--- src/rtl/core/pvf_pkg.sv ---
package pvf_pkg;

  // Payload widths
  localparam int unsigned DATA_W = 32;
  localparam int unsigned VOL_W  = 16;
  localparam int unsigned ACT_W  = 2;
  localparam int unsigned FRM_W  = 16;

  // Configuration port
  localparam int unsigned APB_AW = 5;
  localparam int unsigned APB_DW = 32;

  localparam int unsigned MAX_CHANNELS_DEF = 8;

  // Q1.15 unity gain
  localparam logic [VOL_W-1:0] UNITY = 16'h8000;

  // Register indexes
  localparam logic [2:0] REG_WIDTH_MODE  = 3'd0;
  localparam logic [2:0] REG_CHAN_COUNT  = 3'd1;
  localparam logic [2:0] REG_RAMP_FRAMES = 3'd2;
  localparam logic [2:0] REG_FADE_IN     = 3'd3;
  localparam logic [2:0] REG_FADE_OUT    = 3'd4;

  // Register reset values
  localparam logic [1:0]       RST_WIDTH_MODE  = 2'd0;
  localparam logic [3:0]       RST_CHAN_COUNT  = 4'd2;
  localparam logic [FRM_W-1:0] RST_RAMP_FRAMES = 16'd960;
  localparam logic [FRM_W-1:0] RST_FADE_IN     = 16'd0;
  localparam logic [FRM_W-1:0] RST_FADE_OUT    = 16'd3840;

  // Action codes
  localparam logic [ACT_W-1:0] ACT_SAMPLE     = 2'd0;
  localparam logic [ACT_W-1:0] ACT_SET_VOLUME = 2'd1;
  localparam logic [ACT_W-1:0] ACT_STOP       = 2'd2;

  // Sample width modes
  localparam logic [1:0] WMODE_16 = 2'd0;
  localparam logic [1:0] WMODE_24 = 2'd1;

endpackage

--- src/rtl/core/pvf_in_if.sv ---
interface pvf_in_if;
  import pvf_pkg::*;

  logic                     valid;
  logic                     ready;
  logic [ACT_W-1:0]         action;
  logic signed [DATA_W-1:0] sample_in;
  logic [VOL_W-1:0]         volume;

  modport source (output valid, output action, output sample_in, output volume,
                  input ready);
  modport sink (input valid, input action, input sample_in, input volume,
                output ready);
endinterface

--- src/rtl/core/pvf_out_if.sv ---
interface pvf_out_if;
  import pvf_pkg::*;

  logic                     valid;
  logic                     ready;
  logic signed [DATA_W-1:0] sample_out;
  logic                     fade_out_finished;

  modport source (output valid, output sample_out, output fade_out_finished,
                  input ready);
  modport sink (input valid, input sample_out, input fade_out_finished,
                output ready);
endinterface

--- src/rtl/core/pcm_volume_ramp_fader.sv ---
// PCM fade and volume stage.
// in_i carries one transaction per action: a sample, a new target volume, or
// a stop request that starts the fade-out. out_o carries one transaction per
// sample: the sample after fade-in, fade-out and volume gains, each rounded
// and saturated to the configured width, plus a flag that is set once the
// fade-out has finished and the output is muted.
// Volume and stop transactions produce no output. A sample passes through
// the gain steps to the output register, and the next transaction can be
// accepted in the cycle after that. Each active gain that needs a ratio runs
// a 16-step restoring divider (one quotient bit per cycle), and all products
// go through one shared 33x17 multiplier. A fade gain runs setup, divider,
// multiply and saturate, a skipped one only setup; a ramping volume gain adds
// a numerator multiply and divider load, a steady one skips the divider.
// in_i is ready only between samples. The result sits in an output register;
// the next transaction is accepted while it waits, and a stalled receiver
// blocks only the completion of the following sample. Reset restores the
// register defaults (16-bit samples, 2 channels, 960-frame ramp, no fade-in,
// 3840-frame fade-out), unity volume and frame position 0. Configuration is
// written over the APB port; the user must write it only while the block is
// idle, as the block itself does not enforce this.
module pcm_volume_ramp_fader #(
  parameter int unsigned MAX_CHANNELS = pvf_pkg::MAX_CHANNELS_DEF
) (
  input  logic                        clk_i,
  input  logic                        rst_ni,
  pvf_in_if.sink                      in_i,
  pvf_out_if.source                   out_o,
  input  logic                        psel,
  input  logic                        penable,
  input  logic                        pwrite,
  input  logic [pvf_pkg::APB_AW-1:0]  paddr,
  input  logic [pvf_pkg::APB_DW-1:0]  pwdata,
  output logic [pvf_pkg::APB_DW-1:0]  prdata,
  output logic                        pready
);
  import pvf_pkg::*;

  localparam int unsigned PosW  = (MAX_CHANNELS > 1) ? $clog2(MAX_CHANNELS) : 1;
  localparam logic [4:0]  MaxCc = 5'(MAX_CHANNELS);

  typedef enum logic [2:0] {
    S_IDLE, S_SETUP, S_NUMMUL, S_VLOAD, S_DIV, S_MUL, S_SAT, S_DONE
  } state_e;

  typedef enum logic [1:0] {G_FADE_IN, G_FADE_OUT, G_VOLUME} gain_e;

  // Configuration registers
  logic [1:0]       width_mode_q;
  logic [3:0]       chan_cnt_q;
  logic [FRM_W-1:0] ramp_frames_q, fi_frames_q, fo_frames_q;

  // Fader state
  logic [VOL_W-1:0] target_q, start_q, cur_vol_q;
  logic             ramp_act_q, fi_act_q, fo_act_q, muted_q;
  logic [FRM_W-1:0] ramp_cnt_q, fi_cnt_q, fo_cnt_q;
  logic [PosW-1:0]  pos_q;

  // Sequencer and datapath
  state_e                   state_q;
  gain_e                    gsel_q;
  logic signed [DATA_W-1:0] s_q;
  logic [VOL_W-1:0]         g_q, vg_q;
  logic signed [49:0]       prod_q;
  logic [15:0]              rem_q, shreg_q, den_q;
  logic [3:0]               step_q;

  // Output register
  logic                     out_valid_q;
  logic signed [DATA_W-1:0] out_sample_q;
  logic                     out_fin_q;

  // Handshakes
  logic       in_acc, cfg_wr, out_load;
  logic [2:0] cfg_idx;

  assign in_i.ready = (state_q == S_IDLE);
  assign in_acc     = in_i.valid && in_i.ready;
  assign pready     = 1'b1;
  assign cfg_wr     = psel && penable && pwrite;
  assign cfg_idx    = paddr[APB_AW-1:2];
  assign out_load   = (state_q == S_DONE) && (!out_valid_q || out_o.ready);

  assign out_o.valid             = out_valid_q;
  assign out_o.sample_out        = out_sample_q;
  assign out_o.fade_out_finished = out_fin_q;

  // Register readback
  always_comb begin
    unique case (cfg_idx)
      REG_WIDTH_MODE:  prdata = APB_DW'(width_mode_q);
      REG_CHAN_COUNT:  prdata = APB_DW'(chan_cnt_q);
      REG_RAMP_FRAMES: prdata = APB_DW'(ramp_frames_q);
      REG_FADE_IN:     prdata = APB_DW'(fi_frames_q);
      REG_FADE_OUT:    prdata = APB_DW'(fo_frames_q);
      default:         prdata = '0;
    endcase
  end

  // Sign extend the incoming sample from the configured width
  logic signed [DATA_W-1:0] sx;
  logic signed [34:0]       sat_hi, sat_lo;
  always_comb begin
    unique case (width_mode_q)
      WMODE_16: begin
        sx     = {{16{in_i.sample_in[15]}}, in_i.sample_in[15:0]};
        sat_hi = 35'sd32767;
      end
      WMODE_24: begin
        sx     = {{8{in_i.sample_in[23]}}, in_i.sample_in[23:0]};
        sat_hi = 35'sd8388607;
      end
      default: begin
        sx     = in_i.sample_in;
        sat_hi = 35'sd2147483647;
      end
    endcase
    sat_lo = -sat_hi - 35'sd1;
  end

  // Run lengths, clamped frame indexes and ratio numerators
  logic [FRM_W-1:0] fo_tot, ramp_tot, fi_k, fo_k, ramp_k;
  logic [FRM_W:0]   fi_n1, fo_n1, ramp_n1;
  logic [31:0]      fi_num, fo_num, v_num;
  logic             v_up;
  logic [VOL_W-1:0] v_diff;

  always_comb begin
    fo_tot   = (fo_frames_q == '0) ? FRM_W'(1) : fo_frames_q;
    ramp_tot = (ramp_frames_q == '0) ? FRM_W'(1) : ramp_frames_q;
    fi_n1    = {1'b0, fi_cnt_q} + 17'd1;
    fo_n1    = {1'b0, fo_cnt_q} + 17'd1;
    ramp_n1  = {1'b0, ramp_cnt_q} + 17'd1;
    fi_k     = (fi_n1 > {1'b0, fi_frames_q}) ? fi_frames_q : fi_n1[FRM_W-1:0];
    fo_k     = (fo_n1 > {1'b0, fo_tot}) ? fo_tot : fo_n1[FRM_W-1:0];
    ramp_k   = (ramp_n1 > {1'b0, ramp_tot}) ? ramp_tot : ramp_n1[FRM_W-1:0];
    fi_num   = {1'b0, fi_k, 15'd0} + 32'(fi_frames_q[FRM_W-1:1]);
    fo_num   = {1'b0, 16'(fo_tot - fo_k), 15'd0} + 32'(fo_tot[FRM_W-1:1]);
    v_num    = prod_q[31:0] + 32'(ramp_tot[FRM_W-1:1]);
    v_up     = (target_q >= start_q);
    v_diff   = v_up ? 16'(target_q - start_q) : 16'(start_q - target_q);
  end

  // Shared multiplier: ramp numerator or sample times gain
  logic signed [32:0] mul_a;
  logic signed [16:0] mul_b;
  logic signed [49:0] mul_p;
  always_comb begin
    if (state_q == S_NUMMUL) begin
      mul_a = $signed({17'd0, v_diff});
      mul_b = $signed({1'b0, ramp_k});
    end else begin
      mul_a = $signed({s_q[DATA_W-1], s_q});
      mul_b = $signed({1'b0, g_q});
    end
    mul_p = mul_a * mul_b;
  end

  // Divider step: one quotient bit per cycle
  logic [16:0] trial;
  logic        ge;
  logic [15:0] rem_nx, quo;
  logic [VOL_W-1:0] vg_new;
  always_comb begin
    trial  = {rem_q, shreg_q[15]};
    ge     = (trial >= {1'b0, den_q});
    rem_nx = ge ? 16'(trial - {1'b0, den_q}) : trial[15:0];
    quo    = {shreg_q[14:0], ge};
    vg_new = v_up ? 16'(start_q + quo) : 16'(start_q - quo);
  end

  // Round half up, shift by 15 and saturate to the sample width
  logic signed [49:0] rnd;
  logic signed [34:0] q_sh, q_sat;
  always_comb begin
    rnd  = prod_q + 50'sd16384;
    q_sh = $signed(rnd[49:15]);
    if (q_sh > sat_hi) begin
      q_sat = sat_hi;
    end else if (q_sh < sat_lo) begin
      q_sat = sat_lo;
    end else begin
      q_sat = q_sh;
    end
  end

  // Frame position
  logic [4:0] cc;
  logic       frame_last;
  always_comb begin
    if (chan_cnt_q == '0) begin
      cc = 5'd1;
    end else if ({1'b0, chan_cnt_q} > MaxCc) begin
      cc = MaxCc;
    end else begin
      cc = {1'b0, chan_cnt_q};
    end
    frame_last = (5'(pos_q) + 5'd1) >= cc;
  end

  // Sequencer, state and output register
  always_ff @(posedge clk_i or negedge rst_ni) begin
    if (!rst_ni) begin
      width_mode_q  <= RST_WIDTH_MODE;
      chan_cnt_q    <= RST_CHAN_COUNT;
      ramp_frames_q <= RST_RAMP_FRAMES;
      fi_frames_q   <= RST_FADE_IN;
      fo_frames_q   <= RST_FADE_OUT;
      target_q      <= UNITY;
      start_q       <= '0;
      cur_vol_q     <= UNITY;
      ramp_act_q    <= 1'b0;
      ramp_cnt_q    <= '0;
      fi_act_q      <= (RST_FADE_IN != '0);
      fi_cnt_q      <= '0;
      fo_act_q      <= 1'b0;
      fo_cnt_q      <= '0;
      muted_q       <= 1'b0;
      pos_q         <= '0;
      state_q       <= S_IDLE;
      gsel_q        <= G_FADE_IN;
      s_q           <= '0;
      g_q           <= '0;
      vg_q          <= '0;
      prod_q        <= '0;
      rem_q         <= '0;
      shreg_q       <= '0;
      den_q         <= '0;
      step_q        <= '0;
      out_valid_q   <= 1'b0;
      out_sample_q  <= '0;
      out_fin_q     <= 1'b0;
    end else begin
      // Drop the output once taken
      if (out_valid_q && out_o.ready && !out_load) begin
        out_valid_q <= 1'b0;
      end

      unique case (state_q)
        S_IDLE: begin
          if (in_acc) begin
            unique case (in_i.action)
              ACT_SAMPLE: begin
                s_q     <= sx;
                gsel_q  <= G_FADE_IN;
                state_q <= S_SETUP;
              end
              ACT_SET_VOLUME: begin
                if (((in_i.volume > UNITY) ? UNITY : in_i.volume) != target_q) begin
                  start_q    <= cur_vol_q;
                  target_q   <= (in_i.volume > UNITY) ? UNITY : in_i.volume;
                  ramp_cnt_q <= '0;
                  ramp_act_q <= 1'b1;
                end
              end
              ACT_STOP: begin
                if (!muted_q) begin
                  fo_act_q <= 1'b1;
                  fo_cnt_q <= '0;
                end
              end
              default: ;
            endcase
          end
        end

        // Pick the next gain and start its ratio, or skip it
        S_SETUP: begin
          unique case (gsel_q)
            G_FADE_IN: begin
              if (!fi_act_q) begin
                gsel_q <= G_FADE_OUT;
              end else if (fi_frames_q == '0) begin
                g_q     <= UNITY;
                state_q <= S_MUL;
              end else begin
                rem_q   <= fi_num[31:16];
                shreg_q <= fi_num[15:0];
                den_q   <= fi_frames_q;
                step_q  <= '0;
                state_q <= S_DIV;
              end
            end
            G_FADE_OUT: begin
              if (!fo_act_q) begin
                gsel_q <= G_VOLUME;
              end else begin
                rem_q   <= fo_num[31:16];
                shreg_q <= fo_num[15:0];
                den_q   <= fo_tot;
                step_q  <= '0;
                state_q <= S_DIV;
              end
            end
            default: begin
              if (ramp_act_q) begin
                state_q <= S_NUMMUL;
              end else begin
                g_q     <= target_q;
                vg_q    <= target_q;
                state_q <= S_MUL;
              end
            end
          endcase
        end

        S_NUMMUL: begin
          prod_q  <= mul_p;
          state_q <= S_VLOAD;
        end

        S_VLOAD: begin
          rem_q   <= v_num[31:16];
          shreg_q <= v_num[15:0];
          den_q   <= ramp_tot;
          step_q  <= '0;
          state_q <= S_DIV;
        end

        S_DIV: begin
          rem_q   <= rem_nx;
          shreg_q <= quo;
          step_q  <= step_q + 4'd1;
          if (step_q == 4'd15) begin
            if (gsel_q == G_VOLUME) begin
              g_q  <= vg_new;
              vg_q <= vg_new;
            end else begin
              g_q <= quo;
            end
            state_q <= S_MUL;
          end
        end

        S_MUL: begin
          prod_q  <= mul_p;
          state_q <= S_SAT;
        end

        S_SAT: begin
          s_q <= q_sat[DATA_W-1:0];
          unique case (gsel_q)
            G_FADE_IN: begin
              gsel_q  <= G_FADE_OUT;
              state_q <= S_SETUP;
            end
            G_FADE_OUT: begin
              gsel_q  <= G_VOLUME;
              state_q <= S_SETUP;
            end
            default: state_q <= S_DONE;
          endcase
        end

        // Hand over the result and advance the frame counters
        S_DONE: begin
          if (out_load) begin
            out_valid_q  <= 1'b1;
            out_sample_q <= muted_q ? '0 : s_q;
            out_fin_q    <= muted_q;
            state_q      <= S_IDLE;
            if (frame_last) begin
              pos_q <= '0;
              if (fi_act_q) begin
                if (fi_n1 >= {1'b0, fi_frames_q}) begin
                  fi_act_q <= 1'b0;
                  fi_cnt_q <= '0;
                end else begin
                  fi_cnt_q <= fi_n1[FRM_W-1:0];
                end
              end
              if (fo_act_q) begin
                if (fo_n1 >= {1'b0, fo_tot}) begin
                  fo_act_q <= 1'b0;
                  fo_cnt_q <= '0;
                  muted_q  <= 1'b1;
                end else begin
                  fo_cnt_q <= fo_n1[FRM_W-1:0];
                end
              end
              cur_vol_q <= vg_q;
              if (ramp_act_q) begin
                if (ramp_n1 >= {1'b0, ramp_tot}) begin
                  ramp_act_q <= 1'b0;
                  ramp_cnt_q <= '0;
                end else begin
                  ramp_cnt_q <= ramp_n1[FRM_W-1:0];
                end
              end
            end else begin
              pos_q <= pos_q + PosW'(1);
            end
          end
        end

        default: state_q <= S_IDLE;
      endcase

      // Configuration writes
      if (cfg_wr) begin
        unique case (cfg_idx)
          REG_WIDTH_MODE:  width_mode_q  <= pwdata[1:0];
          REG_CHAN_COUNT:  chan_cnt_q    <= pwdata[3:0];
          REG_RAMP_FRAMES: ramp_frames_q <= pwdata[FRM_W-1:0];
          REG_FADE_IN: begin
            fi_frames_q <= pwdata[FRM_W-1:0];
            fi_act_q    <= (pwdata[FRM_W-1:0] != '0);
            fi_cnt_q    <= '0;
          end
          REG_FADE_OUT:    fo_frames_q   <= pwdata[FRM_W-1:0];
          default: ;
        endcase
      end
    end
  end

  // Checks
  a_div_rem_below_den: assert property (@(posedge clk_i) disable iff (!rst_ni)
    state_q == S_DIV |-> rem_q < den_q)
    else $error("divider remainder not below divisor");

  a_gain_le_unity: assert property (@(posedge clk_i) disable iff (!rst_ni)
    state_q == S_MUL |-> g_q <= UNITY)
    else $error("gain above unity");

  a_muted_no_fade: assert property (@(posedge clk_i) disable iff (!rst_ni)
    !(muted_q && fo_act_q))
    else $error("fade-out active while muted");

  a_fin_zero: assert property (@(posedge clk_i) disable iff (!rst_ni)
    out_o.valid && out_o.fade_out_finished |-> out_o.sample_out == '0)
    else $error("muted output not zero");

  a_sample_starts: assert property (@(posedge clk_i) disable iff (!rst_ni)
    in_acc && in_i.action == ACT_SAMPLE |=> state_q == S_SETUP && gsel_q == G_FADE_IN)
    else $error("sample did not start the gain sequence");

  a_pos_range: assert property (@(posedge clk_i) disable iff (!rst_ni)
    5'(pos_q) < MaxCc)
    else $error("channel position out of range");

endmodule
--- src/flat_wrapper.sv ---
// flat-port wrapper written by rule: the top's interface ports become plain ports
module pcm_volume_ramp_fader_flat import pvf_pkg::*;
#(
  parameter int unsigned MAX_CHANNELS = pvf_pkg::MAX_CHANNELS_DEF
)
  (clk_i, rst_ni, psel, penable, pwrite, paddr, pwdata, prdata, pready, in_i_valid, in_i_action, in_i_sample_in, in_i_volume, in_i_ready, out_o_valid, out_o_sample_out, out_o_fade_out_finished, out_o_ready);
  pvf_in_if in_i_i ();
  pvf_out_if out_o_i ();
  input  logic clk_i;
  input  logic rst_ni;
  input  logic psel;
  input  logic penable;
  input  logic pwrite;
  input  logic [pvf_pkg::APB_AW-1:0] paddr;
  input  logic [pvf_pkg::APB_DW-1:0] pwdata;
  output logic [pvf_pkg::APB_DW-1:0] prdata;
  output logic pready;
  input wire logic [$bits(in_i_i.valid)-1:0] in_i_valid;
  input wire logic [$bits(in_i_i.action)-1:0] in_i_action;
  input wire logic [$bits(in_i_i.sample_in)-1:0] in_i_sample_in;
  input wire logic [$bits(in_i_i.volume)-1:0] in_i_volume;
  output wire logic [$bits(in_i_i.ready)-1:0] in_i_ready;
  output wire logic [$bits(out_o_i.valid)-1:0] out_o_valid;
  output wire logic [$bits(out_o_i.sample_out)-1:0] out_o_sample_out;
  output wire logic [$bits(out_o_i.fade_out_finished)-1:0] out_o_fade_out_finished;
  input wire logic [$bits(out_o_i.ready)-1:0] out_o_ready;
  assign in_i_i.valid = in_i_valid;
  assign in_i_i.action = in_i_action;
  assign in_i_i.sample_in = in_i_sample_in;
  assign in_i_i.volume = in_i_volume;
  assign in_i_ready = in_i_i.ready;
  assign out_o_valid = out_o_i.valid;
  assign out_o_sample_out = out_o_i.sample_out;
  assign out_o_fade_out_finished = out_o_i.fade_out_finished;
  assign out_o_i.ready = out_o_ready;
  pcm_volume_ramp_fader #(.MAX_CHANNELS(MAX_CHANNELS)) u_core (.clk_i(clk_i), .rst_ni(rst_ni), .in_i(in_i_i), .out_o(out_o_i), .psel(psel), .penable(penable), .pwrite(pwrite), .paddr(paddr), .pwdata(pwdata), .prdata(prdata), .pready(pready));
endmodule
--- config.mk ---
export PLATFORM = sky130hd
export DESIGN_NAME = pcm_volume_ramp_fader_flat
export DESIGN_NICKNAME = d
export VERILOG_FILES = /design/src/rtl/core/pvf_pkg.sv /design/src/rtl/core/pvf_in_if.sv /design/src/rtl/core/pvf_out_if.sv /design/src/rtl/core/pcm_volume_ramp_fader.sv /design/src/flat_wrapper.sv
export SDC_FILE = /design/constraint.sdc
export NUM_CORES = 2
export LEC_CHECK = 0
export BUFFER_PORTS_ARGS = -buffer_cell sky130_fd_sc_hd__buf_2
export CAP_MARGIN = 20
export CELL_PAD_IN_SITES_DETAIL_PLACEMENT = 1
export CELL_PAD_IN_SITES_GLOBAL_PLACEMENT = 2
export CORE_ASPECT_RATIO = 0.9
export CORE_MARGIN = 2
export CORE_UTILIZATION = 40
export CTS_CLUSTER_DIAMETER = 100
export DETAILED_ROUTE_END_ITERATION = 7
export PLACE_DENSITY_LB_ADDON = 0.3
export SYNTH_ARGS = -nofsm -noshare
export SYNTH_HDL_FRONTEND = slang
export SYNTH_SLANG_ARGS = --single-unit
--- constraint.sdc ---
create_clock -name clk_i -period 18.9 [get_ports clk_i]
set_input_delay 3.78 -clock clk_i [delete_from_list [all_inputs] [get_ports clk_i]]
set_output_delay 3.78 -clock clk_i [all_outputs]
set_load 0.02 [all_outputs]
Word level (Yosys, flattened, before mapping)
Cells that the tools add are included. Widths: inputs -> output; s select.

Flip-flop bits (word level): 362. Latch bits: 0. Bits in writable memories: 0. Memory bits (read-only): 0. Input port bits: 94. Output and inout bits: 68. Memories kept: 0.

$add $sub $neg: 18. Multiply operators: 1. Div/mod/pow operators: 0. $lt $le $gt $ge: 13. Eq/ne operators: 42. Shift operators: 0. Mux-type cells: 121. Bitwise logic cells: 0. Reductions and logical operators: 47.

Operators by type and width (number): $mux 16 (48); $pmux 16 s2 (9); $mux 32 (5); $pmux 32 s2 (2); $pmux 16 s3 (2); $pmux 16 s5 (1); $sub 16x16->16 (5); $ge 17x16->1 (4); $add 31x15->32 (2); $pmux 31 s2 (1); $add 16x1->17 const B (3); $gt 17x16->1 (3); $add 50x16->50 const B (1); $mul 33x17->50 (1); $logic_not 16->1 (3); $gt 35x32->1 (1); $lt 35x35->1 (1); $neg 31->35 (1); $sub 35x2->35 const B (1); $mux 33 (1); $add 32x15->32 (1); $mux 3 (9); $mux 1 (25); $pmux 3 s8 (1); other kinds (45) (111).

Longest topological paths before layout
Word-level depth: 9. Gate-level depth with buffers: 42. Depth with buffers taken out: 39.

Least setup slack after synthesis
Ideal clock, no wire load.

Path kind: flip-flop to flip-flop. Start point: register u_core.ramp_cnt_q[0]. End point: register u_core.prod_q[49]. Library setup time: 0.086 ns. Data arrival time: 9.373 ns. Setup slack: 9.441 ns. Stages on the path, launching flop included: 40. Clock period less this slack: 9.459 ns. Cell sequence: dfrtp_1 > ha_1 > nand4_1 > or2_2 > clkbuf_1 > nor2_1 > nand2_1 > nor2_1 > xor2_1 > ha_1 > nand4_1 > nor2_1 > o21ai_0 > a311oi_1 > nor4b_1 > nor2_2 > mux2_2 > mux2i_1 > (+4 left out) > fa_1 > fa_1 > inv_1 > fa_1 > fa_1 > inv_1 > fa_1 > inv_1 > ha_1 > nand2_1 > o211ai_1 > o211ai_1 > a31oi_1 > o211ai_1 > a2111oi_0 > o211ai_1 > and4_1 > nor3_1.

Cells in the longest elaborated chain, start to end: 5.

RTL lines: start, declared (line pcm_volume_ramp_fader.sv:55) `logic [FRM_W-1:0] ramp_cnt_q, fi_cnt_q, fo_cnt_q;`; start signal, assigned (line pcm_volume_ramp_fader.sv:386) `ramp_cnt_q <= ramp_n1[FRM_W-1:0];`; $add 16x1->17 * (line pcm_volume_ramp_fader.sv:132) `ramp_n1 = {1'b0, ramp_cnt_q} + 17'd1;`; $gt 17x16->1 (line pcm_volume_ramp_fader.sv:135) `ramp_k = (ramp_n1 > {1'b0, ramp_tot}) ? ramp_tot : ramp_n1[FRM_W-1:0];`; $mux 16 * (line pcm_volume_ramp_fader.sv:135); $mux 16 * (line pcm_volume_ramp_fader.sv:148) `if (state_q == S_NUMMUL) begin`; $mul 33x17->50 * (line pcm_volume_ramp_fader.sv:155) `mul_p = mul_a * mul_b;`; end signal, assigned (line pcm_volume_ramp_fader.sv:307) `prod_q <= mul_p;`; end signal, assigned (line pcm_volume_ramp_fader.sv:335) `prod_q <= mul_p;`; end, declared (line pcm_volume_ramp_fader.sv:63) `logic signed [49:0] prod_q;`.

Mark *: on every way between the ends. The rest lies on a longest branch, timed or not. A chain may end at the register's enable or synchronous reset.

Final worst setup path
Same ends and word-level chain as after synthesis.

==> flow_summary.yaml <==
synth:
  synth_area_um2: 45100
  synth_commonest_cells: "inv_1 (743), nand2_1 (735), fa_1 (499)"
  synthArstFlopShare_pct: 100
  ys_seq_area_share_pct: 20.1
  ys_types: 101
  synth-main-ff-cell: "dfrtp_1"
  yosys.area.top_type: "fa_1"
  yosys_warnings: 0
  ys_ff_latch: 362
  synth_area_leaders: "fa_1 (22%), dfrtp_1 (19%), ha_1 (8.4%)"
  syn_avg_cell_area_um2: 8.39
  yosysMostFrequentCell: "inv_1"
  synthDominantCellAreaShare_pct: 22.2
  synth_edf_count: 0
  synthCells: 5373
clocking:
  post_cts_resized: 0
  root_buffer: "clkbuf_16"
  cts_tree: "yes"
  clk_path_buf_depth: 3
  post_cts_buffers: 0
  cts_sinks: 362
  cts_made_buffers: 50
  clk_pin_slew_ns: 0.06
  cts_hold_buffers: 0
  h-tree-depth: 2
  insertion_delay_ns: 0.68
timing:
  worst_pin_slew_ns: 1.18
  slew-limit-headroom_pct: 18.8
  rsz0062_at_grt: "false"
  final.period_utilization_pct: 64.1
  timing.hold.ws_ns: 0.459
  clock.fmax_ghz: 0.0825
  setup_viol: 0
  drv_slew: 0
  fin_setup_tns_ns: 0
  fin_crit_ns: 12.12
  hold_viol: 0
  fin_skew_ns: 0.0556
placement:
  hpwl_um: 134000
  portBuffers: 126
  routabilityCongestion: 0.939
floorplan:
  start_util_pct: 40.5
  die_x_um: 358
  core_um2: 111000
  row_count: 116
  top_level_ports: 162
  die_area_um2: 115000
  die_h_um: 323
global_route:
  grt_max_degree: 83
  grtUsageTotal_pct: 30.0
  grt_pass1_wl_um: 262000
  grt_pass1_vias: 40700
  grt-ovfl-total: 0
  antenna_found_initial: 11
routing:
  dr.pass1.iters: 5
  viasPerCell: 5.78
  route.detailed.drc: 0
  wl_per_cell_um: 25.0
  vias: 39500
  wl_um: 171000
  first_iter_violations: 3337
  antenna_left: 0
hold_path:
  hp-start: "u_core.out_o.sample_out[10]$_DFFE_PN0P_"
  holdPathEnd: "u_core.out_o.sample_out[10]$_DFFE_PN0P_"
  hold_path_class: "flip-flop to flip-flop"
  hold_depth: 2
worst_setup_path:
  criticalPathCategory: "flip-flop to flip-flop"
  r2r-start: "u_core.ramp_cnt_q[0]$_DFFE_PN0P_"
  crit_top_cell: "fa_1"
  worstReg2RegEnd: "u_core.prod_q[49]$_DFFE_PN0P_"
  start_kind: "flip-flop"
  arrival_ns: 12.68
  max_stage_delay_ns: 0.75
  r2r_slack_ns: 6.78
  worstPathRequired_ns: 19.47
  endpoint_kind: "flip-flop"
  crit_slowest_cell: "nor2_2"
  reg2reg_depth: 38
  path_max_fanout: 16
cells_and_area:
  syn_to_final_growth_pct: 7.83
  largest_reg_flops: 50
  top_register: "u_core.prod_q"
  drive_gt1_share_pct: 7.95
  final_util_pct: 43.6
  nets: 6210
run:
  maxCapViolations: 0
status:
  status: "finished clean"
[critical path: cells and delay by family (launching register included)]
family,cells,cell delay (ns)
adder cells (fa/ha/maj),9,4.08
AND/OR/NAND/NOR,13,3.06
AO/OA/AOI/OAI,9,2.81
multiplexers,1,0.74
buffers and inverters,5,0.49
flip-flops,1,0.48
XOR/XNOR,1,0.32
[placed cells by master, fill, tap and decap left out, types with 38 or more instances in the layout]
cell type  Yosys  routed
a21o_1        70      70
buf_2         28     126
inv_1        743     743
nand3b_1      39      39
nand3_1      101     100
xnor2_1      131     131
mux2_2        59      59
nor2b_1       43      42
and3_1       141     139
a31oi_1       43      43
xor2_1        71      71
ha_1         301     301
and2_1        42      42
o211ai_1      43      43
fa_1         499     499
dfrtp_1      351     351
o21ai_0      293     293
a21oi_1      280     279
nor3_1        63      62
mux2i_1       59      59
buf_4         21      84
clkbuf_16      0      50
nor2_1       339     335
nand4_1       38      38
nand2_1      735     734
[cell type report]
cell class / instances / area [µm²]
inverters: 744 / 2790
multi-input cells: 3945 / 32000
well taps: 1475 / 1850
flip-flops and latches: 362 / 9070
repair buffers: 213 / 1290
diodes: 2 / 5.00
clock buffers: 76 / 1440
clock inverters: 16 / 195
fillers: 13300 / 62800
[through the flow]
step | cell area (µm²) | setup WS, ns | std cells
3_5_place_dp | 47000 | 7.18 | 6735
4_1_cts | 48600 | 7.10 | 6827
2_1_floorplan | 45200 | 9.44 | 5388
3_3_place_gp | 47000 | 6.86 | 6734
6_report | 48600 | 6.78 | 6833
5_1_grt | 48600 | 6.19 | 6832
[worst max-delay path by stage]
stage / endpoint / slack (ns) / start
after global placement: u_core.prod_q[49]$_DFFE_PN0P_ / 6.86 / u_core.ramp_cnt_q[0]$_DFFE_PN0P_
after detailed placement: u_core.prod_q[49]$_DFFE_PN0P_ / 7.18 / u_core.ramp_cnt_q[0]$_DFFE_PN0P_
after global routing: u_core.prod_q[49]$_DFFE_PN0P_ / 6.19 / u_core.ramp_cnt_q[0]$_DFFE_PN0P_
after floorplan: u_core.prod_q[49]$_DFFE_PN0P_ / 9.44 / u_core.ramp_cnt_q[0]$_DFFE_PN0P_
final: u_core.prod_q[49]$_DFFE_PN0P_ / 6.78 / u_core.ramp_cnt_q[0]$_DFFE_PN0P_
after CTS: u_core.prod_q[49]$_DFFE_PN0P_ / 7.10 / u_core.ramp_cnt_q[0]$_DFFE_PN0P_
[per-layer routing]
layer  share of wire (%)  GRT usage (%)  wire [µm]
met5              0.0076              0         13
met4                 2.9           8.50       4910
met3                 6.8           4.72      11600
met2                  43           44.9      74100
met1                  47           44.5      80200
[cell families after synthesis]
kind of cell,count (synthesis),synth area share (%)
simple gates,1709,17.7
compound gates,1098,15.7
buf+inv,1081,9.27
fa+ha+maj,800,30.5
flops,362,20.1
xor+xnor,202,3.92
mux,119,2.81
other cells,2,0.0167
Power is left out: the tool's default activity adds up to more than one toggle a clock period on the data nets, which glitch-free logic cannot reach.
